--- src/rtl/phase_delay_gate_firing_assert.svh ---
// Assertion macros for the gate firing RTL.
// No dependencies; included inside the module body before the logic.
`ifndef PHASE_DELAY_GATE_FIRING_ASSERT_SVH
`define PHASE_DELAY_GATE_FIRING_ASSERT_SVH

// same-cycle implication
`define PDG_ASSERT_IMP(lbl, clk, rst_n, ante, cons, msg) \
	lbl: assert property (@(posedge clk) disable iff (!rst_n) (ante) |-> (cons)) \
		else $error(msg);

// next-cycle implication
`define PDG_ASSERT_NXT(lbl, clk, rst_n, ante, cons, msg) \
	lbl: assert property (@(posedge clk) disable iff (!rst_n) (ante) |=> (cons)) \
		else $error(msg);

`endif

--- src/rtl/pdg_pkg.sv ---
// Shared constants and types for the phase delay gate firing block.
// No dependencies.
package pdg_pkg;

	localparam int HALF_W          = 16;
	localparam int FRAC_W          = 8;
	localparam int COUNT_WIDTH_DEF = 16;
	localparam int DATA_W          = 32;
	localparam int ADDR_W          = 3;
	localparam int DIV_CNT_W       = $clog2(HALF_W + 1);

	localparam logic [HALF_W-1:0] HALF_RESET = HALF_W'(8330);
	localparam logic [FRAC_W-1:0] FRAC_RESET = FRAC_W'(2);

	// register index = paddr[2]
	localparam logic REG_HALF = 1'b0;
	localparam logic REG_FRAC = 1'b1;

	typedef struct packed {
		logic [HALF_W-1:0] half_period_us;
		logic [FRAC_W-1:0] wave_fraction;
	} cfg_t;

	typedef struct packed {
		logic busy;
		logic done;
	} div_stat_t;

endpackage

--- src/rtl/pdg_if.sv ---
// Valid/ready channel interfaces for the tick input and the gate result.
// No dependencies.
interface pdg_tick_if;
	logic valid;
	logic ready;
	logic signal_in;

	modport source (output valid, output signal_in, input ready);
	modport sink (input valid, input signal_in, output ready);
endinterface

interface pdg_gate_if;
	logic valid;
	logic ready;
	logic gate_drive;
	logic firing_pending;

	modport source (output valid, output gate_drive, output firing_pending, input ready);
	modport sink (input valid, input gate_drive, input firing_pending, output ready);
endinterface

--- src/rtl/pdg_div.sv ---
// Bit-serial restoring divider: one quotient bit per cycle.
// Depends on pdg_pkg.
module pdg_div (
	input  logic                         clk,
	input  logic                         arst_n,
	input  logic                         start,
	input  logic [pdg_pkg::HALF_W-1:0]   dividend,
	input  logic [pdg_pkg::FRAC_W-1:0]   divisor,
	output logic [pdg_pkg::HALF_W-1:0]   quotient,
	output logic [pdg_pkg::FRAC_W-1:0]   remainder,
	output pdg_pkg::div_stat_t           stat
);
	import pdg_pkg::*;

	logic                 busy_q;
	logic                 done_q;
	logic [DIV_CNT_W-1:0] cnt_q;
	logic [HALF_W-1:0]    quo_q;
	logic [FRAC_W-1:0]    rem_q;
	logic [FRAC_W-1:0]    dvs_q;

	logic [FRAC_W:0] trial;
	logic [FRAC_W:0] diff;
	logic            ge;

	assign trial = {rem_q, quo_q[HALF_W-1]};
	assign diff  = trial - {1'b0, dvs_q};
	assign ge    = (trial >= {1'b0, dvs_q});

	always_ff @(posedge clk or negedge arst_n) begin
		if (!arst_n) begin
			busy_q <= 1'b0;
			done_q <= 1'b0;
			cnt_q  <= '0;
		end else begin
			done_q <= 1'b0;
			if (start) begin
				busy_q <= 1'b1;
				cnt_q  <= DIV_CNT_W'(HALF_W);
			end else if (busy_q) begin
				cnt_q <= cnt_q - 1'b1;
				if (cnt_q == DIV_CNT_W'(1)) begin
					busy_q <= 1'b0;
					done_q <= 1'b1;
				end
			end
		end
	end

	always_ff @(posedge clk) begin
		if (start) begin
			rem_q <= '0;
			quo_q <= dividend;
			dvs_q <= divisor;
		end else if (busy_q) begin
			rem_q <= ge ? diff[FRAC_W-1:0] : trial[FRAC_W-1:0];
			quo_q <= {quo_q[HALF_W-2:0], ge};
		end
	end

	assign quotient  = quo_q;
	assign remainder = rem_q;
	assign stat      = '{busy: busy_q, done: done_q};

endmodule

--- src/rtl/pdg_cfg.sv ---
// APB register file: half period and wave fraction.
// Depends on pdg_pkg.
module pdg_cfg (
	input  logic                        clk,
	input  logic                        arst_n,
	input  logic                        psel,
	input  logic                        penable,
	input  logic                        pwrite,
	input  logic [pdg_pkg::ADDR_W-1:0]  paddr,
	input  logic [pdg_pkg::DATA_W-1:0]  pwdata,
	output logic [pdg_pkg::DATA_W-1:0]  prdata,
	output logic                        pready,
	output pdg_pkg::cfg_t               cfg
);
	import pdg_pkg::*;

	logic [HALF_W-1:0] half_q;
	logic [FRAC_W-1:0] frac_q;
	logic              wr;

	assign pready = 1'b1;
	assign wr     = psel && penable && pwrite && pready;

	always_ff @(posedge clk or negedge arst_n) begin
		if (!arst_n) begin
			half_q <= HALF_RESET;
			frac_q <= FRAC_RESET;
		end else if (wr) begin
			unique case (paddr[2])
				REG_HALF: half_q <= pwdata[HALF_W-1:0];
				REG_FRAC: frac_q <= pwdata[FRAC_W-1:0];
				default:  half_q <= half_q;
			endcase
		end
	end

	always_comb begin
		unique case (paddr[2])
			REG_HALF: prdata = DATA_W'(half_q);
			REG_FRAC: prdata = DATA_W'(frac_q);
			default:  prdata = '0;
		endcase
	end

	assign cfg = '{half_period_us: half_q, wave_fraction: frac_q};

endmodule

--- src/rtl/phase_delay_gate_firing.sv ---
// Top level of the phase delay gate firing controller.
// Depends on pdg_pkg, pdg_if, pdg_cfg, pdg_div and the assert macro header.
//
//  channel | dir | fields                         | transfer
//  --------+-----+--------------------------------+------------------------
//  tick    | in  | signal_in                      | tick.valid & tick.ready
//  gate    | out | gate_drive, firing_pending     | gate.valid & gate.ready
//  apb     | in  | half_period_us, wave_fraction  | psel & penable & pwrite
//
// A tick is handled directly, except a rising edge seen outside a running delay:
// that tick goes through accept, 16 steps of the serial divider, and result.
// The serial divider, one quotient bit per cycle, sets the length of that path.
// Reset (arst_n low) clears edge history, countdown, pending and gate level;
// the registers return to 8330 and 2. No clearing pass is needed.
// A new tick is taken while the last result waits, as long as that result
// leaves in the same cycle; a stalled result holds the input off.
module phase_delay_gate_firing #(
	parameter int COUNT_WIDTH = pdg_pkg::COUNT_WIDTH_DEF
) (
	input  logic                        clk,
	input  logic                        arst_n,
	pdg_tick_if.sink                    tick,
	pdg_gate_if.source                  gate,
	input  logic                        psel,
	input  logic                        penable,
	input  logic                        pwrite,
	input  logic [pdg_pkg::ADDR_W-1:0]  paddr,
	input  logic [pdg_pkg::DATA_W-1:0]  pwdata,
	output logic [pdg_pkg::DATA_W-1:0]  prdata,
	output logic                        pready
);
	import pdg_pkg::*;

	`include "phase_delay_gate_firing_assert.svh"

	localparam logic ST_IDLE = 1'b0;
	localparam logic ST_DIV  = 1'b1;
	// wait value is 16 bits; widen to the larger of that and the counter
	localparam int WW = (COUNT_WIDTH > HALF_W) ? COUNT_WIDTH : HALF_W;

	cfg_t              cfg;
	div_stat_t         div_stat;
	logic [HALF_W-1:0] div_quo;
	logic [FRAC_W-1:0] div_rem;
	logic [FRAC_W-1:0] frac_eff;

	logic                   state_q;
	logic                   out_valid_q;
	logic                   prev_q;
	logic                   pending_q;
	logic                   gate_q;
	logic [COUNT_WIDTH-1:0] countdown_q;
	logic [HALF_W-1:0]      half_q;

	logic                   accept;
	logic                   rise;
	logic                   fall;
	logic                   div_start;
	logic [COUNT_WIDTH-1:0] cnt_dec;
	logic [HALF_W-1:0]      wait16;
	logic [WW-1:0]          wait_wide;
	logic [COUNT_WIDTH-1:0] wait_sat;

	pdg_cfg u_cfg (
		.clk     (clk),
		.arst_n  (arst_n),
		.psel    (psel),
		.penable (penable),
		.pwrite  (pwrite),
		.paddr   (paddr),
		.pwdata  (pwdata),
		.prdata  (prdata),
		.pready  (pready),
		.cfg     (cfg)
	);

	// a fraction of zero acts as one: no delay
	assign frac_eff = (cfg.wave_fraction == '0) ? FRAC_W'(1) : cfg.wave_fraction;

	pdg_div u_div (
		.clk       (clk),
		.arst_n    (arst_n),
		.start     (div_start),
		.dividend  (cfg.half_period_us),
		.divisor   (frac_eff),
		.quotient  (div_quo),
		.remainder (div_rem),
		.stat      (div_stat)
	);

	// handshake: idle, and the result slot free or draining this cycle
	assign tick.ready = (state_q == ST_IDLE) && (!out_valid_q || gate.ready);
	assign accept     = tick.valid && tick.ready;

	assign rise      = !prev_q && tick.signal_in;
	assign fall      = prev_q && !tick.signal_in;
	assign div_start = accept && !pending_q && rise;
	assign cnt_dec   = countdown_q - 1'b1;

	// floor(h*(N-1)/N) = h - ceil(h/N)
	assign wait16    = half_q - div_quo - HALF_W'(div_rem != '0);
	assign wait_wide = WW'(wait16);
	assign wait_sat  = (wait_wide > WW'({COUNT_WIDTH{1'b1}})) ? {COUNT_WIDTH{1'b1}}
	                                                           : wait_wide[COUNT_WIDTH-1:0];

	always_ff @(posedge clk) begin
		if (div_start) begin
			half_q <= cfg.half_period_us;
		end
	end

	always_ff @(posedge clk or negedge arst_n) begin
		if (!arst_n) begin
			state_q     <= ST_IDLE;
			out_valid_q <= 1'b0;
			prev_q      <= 1'b0;
			pending_q   <= 1'b0;
			gate_q      <= 1'b0;
			countdown_q <= '0;
		end else begin
			// result slot
			if ((accept && !div_start) || div_stat.done) begin
				out_valid_q <= 1'b1;
			end else if (gate.ready) begin
				out_valid_q <= 1'b0;
			end

			priority if (div_start) begin
				state_q <= ST_DIV;
				prev_q  <= 1'b1;
			end else if (div_stat.done) begin
				state_q <= ST_IDLE;
				if (wait_sat == '0) begin
					gate_q <= 1'b1;
				end else begin
					countdown_q <= wait_sat;
					pending_q   <= 1'b1;
				end
			end else if (accept && pending_q) begin
				// samples are ignored while the delay runs
				countdown_q <= cnt_dec;
				if (cnt_dec == '0) begin
					gate_q    <= 1'b1;
					pending_q <= 1'b0;
					prev_q    <= 1'b1;
				end
			end else if (accept) begin
				if (fall) begin
					gate_q <= 1'b0;
				end
				prev_q <= tick.signal_in;
			end
		end
	end

	assign gate.valid          = out_valid_q;
	assign gate.gate_drive     = gate_q;
	assign gate.firing_pending = pending_q;

	`PDG_ASSERT_IMP(a_idle_div_quiet, clk, arst_n, state_q == ST_IDLE, !div_stat.busy && !div_stat.done, "divider active while idle")
	`PDG_ASSERT_IMP(a_done_slot_free, clk, arst_n, div_stat.done, !out_valid_q && state_q == ST_DIV, "divider result with busy result slot")
	`PDG_ASSERT_IMP(a_pending_count, clk, arst_n, pending_q, countdown_q != '0, "pending with empty countdown")
	`PDG_ASSERT_NXT(a_start_enters_div, clk, arst_n, div_start, state_q == ST_DIV && div_stat.busy, "start did not launch divider")

endmodule
--- src/flat_wrapper.sv ---
// flat-port wrapper written by rule: the top's interface ports become plain ports
module phase_delay_gate_firing_flat import pdg_pkg::*;
#(
	parameter int COUNT_WIDTH = pdg_pkg::COUNT_WIDTH_DEF
)
  (clk, arst_n, psel, penable, pwrite, paddr, pwdata, prdata, pready, tick_valid, tick_signal_in, tick_ready, gate_valid, gate_gate_drive, gate_firing_pending, gate_ready);
  pdg_tick_if tick_i ();
  pdg_gate_if gate_i ();
  input  logic clk;
  input  logic arst_n;
  input  logic psel;
  input  logic penable;
  input  logic pwrite;
  input  logic [pdg_pkg::ADDR_W-1:0] paddr;
  input  logic [pdg_pkg::DATA_W-1:0] pwdata;
  output logic [pdg_pkg::DATA_W-1:0] prdata;
  output logic pready;
  input wire logic [$bits(tick_i.valid)-1:0] tick_valid;
  input wire logic [$bits(tick_i.signal_in)-1:0] tick_signal_in;
  output wire logic [$bits(tick_i.ready)-1:0] tick_ready;
  output wire logic [$bits(gate_i.valid)-1:0] gate_valid;
  output wire logic [$bits(gate_i.gate_drive)-1:0] gate_gate_drive;
  output wire logic [$bits(gate_i.firing_pending)-1:0] gate_firing_pending;
  input wire logic [$bits(gate_i.ready)-1:0] gate_ready;
  assign tick_i.valid = tick_valid;
  assign tick_i.signal_in = tick_signal_in;
  assign tick_ready = tick_i.ready;
  assign gate_valid = gate_i.valid;
  assign gate_gate_drive = gate_i.gate_drive;
  assign gate_firing_pending = gate_i.firing_pending;
  assign gate_i.ready = gate_ready;
  phase_delay_gate_firing #(.COUNT_WIDTH(COUNT_WIDTH)) u_core (.clk(clk), .arst_n(arst_n), .tick(tick_i), .gate(gate_i), .psel(psel), .penable(penable), .pwrite(pwrite), .paddr(paddr), .pwdata(pwdata), .prdata(prdata), .pready(pready));
endmodule
--- config.mk ---
export PLATFORM = sky130hd
export DESIGN_NAME = phase_delay_gate_firing_flat
export DESIGN_NICKNAME = d
export VERILOG_FILES = /design/src/rtl/pdg_pkg.sv /design/src/rtl/pdg_if.sv /design/src/rtl/pdg_div.sv /design/src/rtl/pdg_cfg.sv /design/src/rtl/phase_delay_gate_firing.sv /design/src/flat_wrapper.sv
export VERILOG_INCLUDE_DIRS = /design/src /design/src/rtl
export SDC_FILE = /design/constraint.sdc
export NUM_CORES = 1
export LEC_CHECK = 0
export ABC_AREA = 1
export BUFFER_PORTS_ARGS = -buffer_cell sky130_fd_sc_hd__buf_2
export CAP_MARGIN = 0
export CORE_MARGIN = 2
export CORE_UTILIZATION = 55
export CTS_BUF_LIST = sky130_fd_sc_hd__clkbuf_8
export DETAILED_ROUTE_END_ITERATION = 8
export PLACE_DENSITY = 0.73
export SETUP_SLACK_MARGIN = 0.2
export SYNTH_ARGS = -nofsm -noshare
export SYNTH_HDL_FRONTEND = slang
export SYNTH_SLANG_ARGS = --single-unit
--- constraint.sdc ---
create_clock -name clk -period 3.5 [get_ports clk]
set_input_delay 0.175 -clock clk [delete_from_list [all_inputs] [get_ports clk]]
set_output_delay 0.175 -clock clk [all_outputs]
set_load 0.01 [all_outputs]
==> results.py, run 1 <==
metrics = {
    "status": {
        "run_status": "complete, but fails checks",
        "failed_checks": "DRC, setup timing",
    },
    "yosys": {
        "ys_seq_area_share_pct": 40.79,
        "synth_top_area_share_pct": 18.36,
        "postSynthAreaPerCell_um2": 7.435,
        "yosysUniqueCellTypes": 44,
        "synthTopCellsByArea": "edfxtp_1 18%, dfrtp_1 18%, nand2_1 15%, inv_1 8.6%, ha_1 7.6%",
        "synthCells": 880,
        "synth_seq_cells": 100,
        "yosysTopAreaCell": "edfxtp_1",
        "syn-cell-area_um2": 6543,
        "ys_warn_count": 0,
    },
    "clock_tree": {
        "cts_buffer_depth": 2,
        "root_buffer": "clkbuf_8",
        "h-tree-depth": 3,
        "numCtsBuffers": 9,
        "clk_latency_ns": 0.39,
        "cts_tree": "yes",
        "cts.sinks": 100,
        "clkTransAtPathRegs_ns": 0.10,
    },
    "timing": {
        "finalHoldViolations": 0,
        "finalClockSkew_ns": 0.01639,
        "fmax_mhz": 284.3,
        "fin_setup_tns_ns": -0.05694,
        "finalCritPeriodShare_pct": 100.5,
        "fin_crit_ns": 3.517,
        "worst_pin_slew_ns": 0.9314,
        "slew_viol_final": 0,
        "setup_viol": 6,
        "holdWs_ns": 0.01317,
        "worst_slack_ns": -0.01693,
        "rsz0062_at_grt": "yes",
        "slew_headroom_pct": 37.75,
    },
    "finish": {
        "final.fill_count": 1032,
        "n_antenna_cell": 0,
        "final_cell_count_no_fill": 1086,
        "syn2layout_area_growth_pct": 12.34,
        "drive_gt1_share_pct": 16.86,
        "fin_nets": 1024,
        "final_area_um2": 7350,
    },
    "worst_setup_path": {
        "critPathKind": "reg2reg",
        "critical_path_required_ns": 3.78,
        "startpoint_type": "register",
        "crit_fanout": 7,
        "cp-end-kind": "register",
        "crit_arrival_ns": 3.80,
        "rrSetupSlack_ns": -0.02,
    },
    "route": {
        "wl_um": 13090,
        "via_count": 5334,
        "via_per_inst": 4.912,
        "drt_iter0_drc": 304,
        "drcViolationCount": 3,
        "ant_nets": 0,
        "dr.pass1.iters": 7,
        "avgRoutedWirePerCell_um": 12.06,
    },
    "global_routing": {
        "grt_use_total_pct": 21.53,
        "grt_pass1_vias": 4822,
        "antenna_found_initial": 0,
        "grt_overflow": 0,
        "grt_max_degree": 39,
        "grt_pass1_wl_um": 22100,
    },
    "pwr": {
        "powerDensity_nw_per_um2": 478.8,
        "ir_drop_v": 0.0003122,
        "p_leak_nw": 3.842,
    },
    "die": {
        "io_pins": 80,
        "rows": 39,
        "die_w_um": 113.1,
        "start_util_pct": 56.81,
        "die_y_um": 113.1,
        "dieArea_um2": 12780,
        "core_um2": 11520,
    },
    "place": {
        "placed_area_um2": 6885,
        "gp_congestion": 0.9186,
        "dpl.hpwl_um": 9523,
        "dp_cells": 1057,
        "portBuffers": 44,
    },
    "worst_hold_path": {
        "min_path_type": "in2reg",
    },
    "job": {
        "maxCapViolations": 0,
    },
}
-- synth_stat cells --
master and instances:
clkbuf_1 17, o21ai_2 5, clkinv_1 1, xnor2_1 7, nand3_2 2, nand2_2 16
nor2_4 1, buf_2 3, or2_2 1, o41ai_1 1, a31o_2 1, nand2_4 1
inv_2 5, buf_8 1, nor2_2 1, o22ai_1 1, fa_1 3, nand2_1 266
inv_1 150, dfxtp_1 8, nor2_1 77, a21oi_1 23, and3_1 1, nor3_2 2
o21ai_1 5, xor2_1 13, a21oi_2 4, dfrtp_1 47, conb_1 2, o31ai_1 1
nor3_1 3, buf_1 1, nand3b_1 7, buf_12 1, o21a_1 1, ha_1 40
nand4_1 5, nor4_1 1, a211oi_1 1, nand3_1 34, dfstp_2 5, buf_4 17
o21ai_0 58, edfxtp_1 40
-- flip-flops by register name (all words and copies together), names as in the netlist --
register / cells
u_core.countdown_q: 16
u_core.gate.firing_pending: 1
u_core.gate.gate_drive: 1
u_core.gate.valid: 1
u_core.half_q: 16
u_core.prev_q: 1
u_core.state_q: 1
u_core.u_cfg.frac_q: 8
u_core.u_cfg.half_q: 16
u_core.u_div.busy_q: 1
u_core.u_div.cnt_q: 5
u_core.u_div.done_q: 1
u_core.u_div.dvs_q: 8
u_core.u_div.quotient: 16
u_core.u_div.remainder: 8
-- power breakdown --
group	switching, W	internal (W)	total, W
clock	0.000445	0.000356	0.000802
combinational	0.000697	0.000442	0.00114
sequential	0.000179	0.00140	0.00158
total	0.00132	0.00220	0.00352
-- per-layer routing --
| metal | vias up | GRT usage [%] | part of all wire [%] |
|---|---|---|---|
| li1 | 2808 | - | - |
| met1 | 2399 | 30.02 | 49 |
| met2 | 111 | 33.97 | 46 |
| met3 | 16 | 4.017 | 3.8 |
| met4 | 0 | 7.398 | 1.6 |
| met5 | - | 0 | 0 |
-- layout make-up --
cell class,count,area [µm²],area share [%]
Clock buffer,10,137.6,1.873
Clock inverter,6,72.57,0.9874
Inverter,156,590.6,8.035
Multi-Input combinational cell,599,3223,43.85
Sequential cell,100,2674,36.38
Tap cell,143,178.9,2.434
Timing Repair Buffer,72,473.0,6.435
-- kinds of logic (layout without fill, tap and decap cells) --
logic type	count (synthesis)	count (layout)	share of synthesized area (%)
adder cells (fa/ha/maj)	43	43	8.568
flip-flops	100	100	40.79
AND/OR/NAND/NOR	418	418	26.66
buffers and inverters	196	244	12.70
AO/OA/AOI/OAI	101	101	8.491
XOR/XNOR	20	20	2.677
other	2	17	0.1148
-- worst paths after layout --
path / startpoint / to / cells past startpoint
worst max-delay path: u_core.u_div.remainder[6] / u_core.countdown_q[1] / 23
worst min-delay path: pwdata[13] / u_core.u_cfg.half_q[13] / 3
worst max register to register: u_core.u_div.remainder[6] / u_core.countdown_q[1] / 23
worst min register to register: u_core.u_cfg.half_q[15] / u_core.half_q[15] / 0
max in group asynchronous: arst_n / u_core.u_cfg.half_q[3] / 3
min in group asynchronous: arst_n / u_core.countdown_q[8] / 2
-- critical path, stage by stage, from the launching register on --
cell       delay, ns
dfxtp_4         0.37
nor4_4          0.27
nand3_2         0.12
fa_1            0.58
ha_2            0.18
inv_2           0.03
nand2_2         0.06
inv_2           0.04
fa_2            0.39
nand2_2         0.08
nand2_2         0.05
nand2_2         0.10
nand2_2         0.08
nand2_2         0.08
nand2_2         0.05
nand2_2         0.07
nand2_1         0.05
nor2_1          0.10
nand2_1         0.07
nor2_2          0.15
nand3_4         0.13
nand2_8         0.15
clkbuf_16       0.17
o21ai_2         0.05
-- through the flow --
stage               total power, W  worst slack, ns  utilization [%]
floorplan                 0.002407           0.3877                -
global placement          0.002639          0.09456            59.79
detailed placement        0.002667          0.07554            59.79
CTS                       0.003473           0.1403            62.56
global route              0.003765          -0.2489            63.82
finish                    0.003519         -0.01693            63.82
-- layout by cell type (no fill, tap or decap), types with 5 or more instances in the layout --
cell type and n:
nand3b_1 7, inv_1 148, ha_1 39, nand4_1 5
nand3_1 33, buf_4 22, clkbuf_8 10, inv_2 6
dfrtp_1 47, dfxtp_1 6, conb_1 17, buf_2 44
dfstp_2 5, a21oi_1 23, o21ai_2 9, nand2_2 26
o21ai_0 57, xnor2_1 6, xor2_1 13, nor2_1 74
edfxtp_1 40, nand2_1 253
-- what timing repair did --
action / 4_1_cts / 5_1_grt
gates cloned: 0 / 1
pin swaps: 2 / 20
setup endpoints to repair: 18 / 18
setup buffers: 7 / 3
endpoints found under the hold margin: 25 / 0
gates resized for setup: 11 / 29
hold buffers: 2 / 0
(Power assumes the default switching activity.)
==> run 2, diff against run 1 <==
--- a/config.mk
+++ b/config.mk
@@ -9,6 +9,7 @@
 export ABC_AREA = 1
 export BUFFER_PORTS_ARGS = -buffer_cell sky130_fd_sc_hd__buf_2
 export CAP_MARGIN = 0
+export CORE_ASPECT_RATIO = 1.25
 export CORE_MARGIN = 2
 export CORE_UTILIZATION = 55
 export CTS_BUF_LIST = sky130_fd_sc_hd__clkbuf_8
==> results.py, run 2 (same netlist as run 1, synthesis figures left out) <==
metrics = {
    "die": {
        "rows": 44,
        "die_w_um": 101.6,
        "start_util_pct": 56.32,
        "dieArea_um2": 12790,
        "die_y_um": 125.9,
        "io_pins": 80,
        "core_um2": 11620,
    },
    "place": {
        "gp_congestion": 0.8757,
        "portBuffers": 44,
        "dpl.hpwl_um": 9737,
        "post-place-ws_ns": 0.02751,
    },
    "global_routing": {
        "grt_max_degree": 36,
        "grt_overflow": 0,
        "grt_pass1_vias": 5154,
        "antenna_found_initial": 0,
        "grt_use_total_pct": 21.97,
        "grt_pass1_wl_um": 22540,
    },
    "finish": {
        "drive_gt1_share_pct": 15.40,
        "n_antenna_cell": 0,
        "final_util_pct": 62.46,
        "syn2layout_area_growth_pct": 10.90,
        "fin_nets": 1016,
        "layout_common_cells": "254 x nand2_1, 151 x inv_1, 74 x nor2_1",
        "layout.cells.most_common": "nand2_1",
    },
    "clock_tree": {
        "h-tree-depth": 3,
        "numCtsBuffers": 9,
        "cts.sinks": 100,
        "clkTransAtPathRegs_ns": 0.09,
        "cts_buffer_depth": 2,
        "root_buffer": "clkbuf_8",
        "cts_tree": "yes",
        "clk_latency_ns": 0.37,
    },
    "worst_setup_path": {
        "critical_path_required_ns": 3.82,
        "crit_arrival_ns": 3.69,
        "startpoint_type": "register",
        "crit_fanout": 7,
        "rr_endpoint": "u_core.countdown_q[15]",
        "rrSetupSlack_ns": 0.12,
        "worstReg2RegStart": "u_core.u_div.remainder[3]",
        "r2r_cells": 24,
        "cp-end-kind": "register",
        "critPathKind": "reg2reg",
    },
    "timing": {
        "holdWs_ns": 0.03238,
        "fmax_mhz": 296.2,
        "fin_crit_ns": 3.376,
        "fin_setup_tns_ns": 0,
        "finalHoldViolations": 0,
        "slew_headroom_pct": 38.07,
        "finalCritPeriodShare_pct": 96.47,
        "worst_slack_ns": 0.1237,
        "rsz0062_at_grt": "yes",
        "worst_pin_slew_ns": 0.9268,
        "slew_viol_final": 0,
        "setup_viol": 0,
        "finalClockSkew_ns": 0.01114,
    },
    "route": {
        "avgRoutedWirePerCell_um": 11.92,
        "via_count": 5352,
        "drcViolationCount": 0,
        "dr.pass1.iters": 4,
        "via_per_inst": 4.883,
        "drt_iter0_drc": 224,
        "ant_nets": 0,
        "wl_um": 13070,
    },
    "pwr": {
        "ir_drop_v": 0.0002781,
        "finalPower_w": 0.003452,
        "p_leak_nw": 3.806,
        "powerDensity_nw_per_um2": 475.7,
    },
    "worst_hold_path": {
        "hold_end": "u_core.u_cfg.frac_q[1]",
        "min_path_type": "in2reg",
        "holdPathStages": 3,
        "hp-start": "pwdata[1]",
    },
    "status": {
        "run_status": "finished, final reports clean",
    },
    "job": {
        "maxCapViolations": 0,
    },
}
[run 2: power breakdown]
group          switching [W]  internal [W]
combinational       0.000674      0.000436
clock               0.000405      0.000367
sequential          0.000171       0.00140
total                0.00125       0.00220
[run 2: timing repair]
item                                    in CTS  in global routing
pin swaps                                    2                  3
hold buffers                                 1                  0
buffers inserted                            10                  1
endpoints found under the setup margin      18                 18
hold endpoints to repair                    19                  0
gates resized for setup                     14                 12
cloned                                       1                  0
[run 2: routing by layer]
layer / wire length, µm / part of all wire (%) / track usage [%] / vias to the layer above
li1: - / - / - / 2795
met1: 5623 / 43 / 27.22 / 2426
met2: 6702 / 51 / 38.39 / 107
met3: 428 / 3.3 / 2.941 / 24
met4: 312 / 2.4 / 8.347 / 0
met5: 0 / 0 / 0 / -
[run 2: how the worst max path moves through the flow]
stage,start,to,slack (ns),cells after the start
4_1_cts,u_core.u_div.remainder[3],u_core.countdown_q[10],0.11,26
6_report,u_core.u_div.remainder[3],u_core.countdown_q[15],0.12,24
3_3_place_gp,u_core.u_div.remainder[0],u_core.countdown_q[4],0.1,22
3_5_place_dp,u_core.u_div.remainder[3],u_core.countdown_q[4],0.03,25
2_1_floorplan,u_core.u_div.remainder[3],u_core.countdown_q[2],0.39,23
5_1_grt,u_core.u_div.remainder[3],u_core.countdown_q[11],-0.16,24
[run 2: layout make-up]
cell class	count	area, µm²
repair buffers	64	421.7
well taps	161	201.4
fillers	1070	4360
inverters	156	585.6
multi-input cells	599	3174
clock inverters	5	51.30
clock buffers	11	151.4
flip-flops and latches	100	2670
[run 2: stage by stage]
stage	std cells	area (µm²)
CTS	1095	7211
floorplan	895	6599
global route	1096	7256
finish	1096	7256
global placement	1067	6843
detailed placement	1067	6843
[run 2: worst max-delay path, cell delays in order, from the launching register on]
cell     delay, ns
dfxtp_2       0.34
nor4_2        0.25
nand3_1       0.12
fa_1          0.48
inv_1         0.08
ha_2          0.15
inv_1         0.04
nand2_2       0.06
inv_2         0.04
fa_2          0.34
nand2_2       0.09
nand2_2       0.06
nand2_4       0.08
nand2_2       0.06
nand2_2       0.09
nand3_1       0.09
nand3_1       0.11
nand2_2       0.08
nor2_4        0.12
nand3_2       0.15
nand2_4       0.14
buf_12        0.12
buf_16        0.12
nand2_2       0.05
nand2_2       0.05
==> run 3, diff against run 2 <==
==> constraint.sdc (replaced) <==
create_clock -name clk -period 3.5 [get_ports clk]
set_input_delay 0 -clock clk [delete_from_list [all_inputs] [get_ports clk]]
set_output_delay 0 -clock clk [all_outputs]
set_load 0.01 [all_outputs]
==> results.py, run 3 (same netlist as run 1, synthesis figures left out) <==
metrics = {
    "die": {
        "start_util_pct": 56.32,
        "dieArea_um2": 12790,
        "io_pins": 80,
        "die_y_um": 125.9,
        "die_w_um": 101.6,
        "rows": 44,
        "core_um2": 11620,
    },
    "route": {
        "via_count": 5459,
        "drt_iter0_drc": 197,
        "dr.pass1.iters": 4,
        "ant_nets": 0,
        "drcViolationCount": 0,
        "avgRoutedWirePerCell_um": 12.01,
        "via_per_inst": 4.900,
        "wl_um": 13380,
    },
    "worst_setup_path": {
        "critical_path_required_ns": 3.76,
        "rrSetupSlack_ns": 0.11,
        "crit_buf_inv": 4,
        "critical-path-top-delay-family": "simple AND/OR/NAND/NOR gates",
        "r2r_cells": 23,
        "cp_slowest_cell": "fa_1",
        "startpoint_type": "register",
        "critPathKind": "reg2reg",
        "path_common_cell": "nand2_2",
        "crit_chain": "nor4_2 > nand3_1 > fa_1 > ha_2 > inv_2 > nand2_2 > inv_2 > fa_2 > nand2_2 > nand2_2 > nand2_4 > nand2_4 > nand2_4 > nand2_2 > nand2_2 > xor2_4 > nor2_4 > nand3_4 > nand2_8 > buf_12 > buf_12 > nand2_2 > o21ai_2",
        "cp-end-kind": "register",
        "worstReg2RegStart": "u_core.u_div.remainder[3]",
        "crit_fanout": 6,
        "critPathMaxStageDelay_ns": 0.53,
        "rr_endpoint": "u_core.countdown_q[12]",
        "crit_arrival_ns": 3.64,
    },
    "finish": {
        "multi_input_area_um2": 3296,
        "n_antenna_cell": 0,
        "final_area_um2": 7590,
        "layout.cells.most_common": "nand2_1",
        "syn2layout_area_growth_pct": 16.01,
        "drive_gt1_share_pct": 16.68,
        "final_cell_count_no_fill": 1114,
        "regArea_um2": 2671,
        "layout_common_cells": "243 x nand2_1, 150 x inv_1, 72 x nor2_1",
        "fin_nets": 1034,
        "final.fill_count": 1031,
    },
    "timing": {
        "slew_viol_final": 0,
        "slew_headroom_pct": 38.19,
        "fmax_mhz": 295.1,
        "fin_setup_tns_ns": 0,
        "rsz0062_at_grt": "yes",
        "finalCritPeriodShare_pct": 96.83,
        "fin_crit_ns": 3.389,
        "finalHoldViolations": 0,
        "setup_viol": 0,
        "finalClockSkew_ns": 0.02112,
        "worst_pin_slew_ns": 0.9261,
    },
    "job": {
        "maxCapViolations": 0,
    },
    "place": {
        "dpl.hpwl_um": 9558,
        "dp_cells": 1067,
        "portBuffers": 44,
        "gp_congestion": 0.8750,
        "placed_area_um2": 6855,
    },
    "clock_tree": {
        "clk_latency_ns": 0.36,
        "cts_tree": "yes",
        "cts_buffer_depth": 2,
        "clkTransAtPathRegs_ns": 0.10,
        "root_buffer": "clkbuf_8",
        "cts.sinks": 100,
        "numCtsBuffers": 9,
        "h-tree-depth": 3,
    },
    "global_routing": {
        "grt_overflow": 0,
        "antenna_found_initial": 0,
        "grt_use_total_pct": 22.04,
        "grt_max_degree": 36,
        "grt_pass1_vias": 5222,
        "grt_pass1_wl_um": 22810,
    },
    "pwr": {
        "powerDensity_nw_per_um2": 462.1,
        "p_leak_nw": 3.939,
        "ir_drop_v": 0.0003089,
    },
    "worst_hold_path": {
        "min_path_type": "in2async",
    },
    "status": {
        "run_status": "finished, final reports clean",
    },
}
-- run 3: cell count changes in the layout (fill, tap and decap cells not counted), sizes merged --
cell and change:
dlygate4sd3 +19, clkinv +2, clkbuf -2, buf -1
-- run 3: metrics by stage --
step           util (%)  hold slack, ns  setup slack [ns]  total power, W
2_1_floorplan         -         -0.2956            0.3877        0.002407
3_3_place_gp      59.02         0.04330           0.07750        0.002639
3_5_place_dp      59.02         0.03651          -0.02520        0.002664
4_1_cts           64.06          0.1810            0.1153        0.003461
5_1_grt           65.34          0.2159           -0.1064        0.003769
6_report          65.34          0.1677            0.1111        0.003507
-- run 3: how the worst max path moves through the flow --
stage,depth (start not counted),endpoint,start
2_1_floorplan,23,u_core.countdown_q[2],u_core.u_div.remainder[3]
3_3_place_gp,22,u_core.gate.firing_pending,u_core.u_div.remainder[3]
5_1_grt,26,u_core.countdown_q[10],u_core.u_div.remainder[3]
6_report,23,u_core.countdown_q[12],u_core.u_div.remainder[3]
3_5_place_dp,22,u_core.countdown_q[8],u_core.u_div.remainder[3]
4_1_cts,25,u_core.countdown_q[1],u_core.u_div.remainder[3]
-- run 3: area by class of cell --
cell class / count / share of cell area [%]
clock buffer: 9 / 1.632
clock inverter: 7 / 0.8902
inverter: 156 / 7.715
multi-input combinational: 599 / 43.42
sequential: 100 / 35.20
tap: 161 / 2.654
timing repair buffer: 82 / 8.490
-- run 3: timing repair --
action | 4_1_cts | 5_1_grt
hold buffers | 20 | 0
setup buffers | 9 | 0
resized for setup | 20 | 39
pin swaps | 12 | 9
endpoints found under the hold margin | 45 | 0
endpoints found under the setup margin | 18 | 18
gates cloned | 2 | 0
-- run 3: per-layer routing --
layer,global-route usage (%),vias up,routed length [µm]
met5,0,-,0
met4,7.154,0,284
met3,2.941,21,391
met2,39.09,94,6905
met1,27.35,2507,5800
li1,-,2837,-
-- run 3: power breakdown --
group	switching, W	leakage (nW)	internal, W	total (W)
sequential	0.000180	1.07	0.00140	0.00158
combinational	0.000716	2.77	0.000480	0.00120
clock	0.000403	0.104	0.000329	0.000731
total	0.00130	3.94	0.00221	0.00351
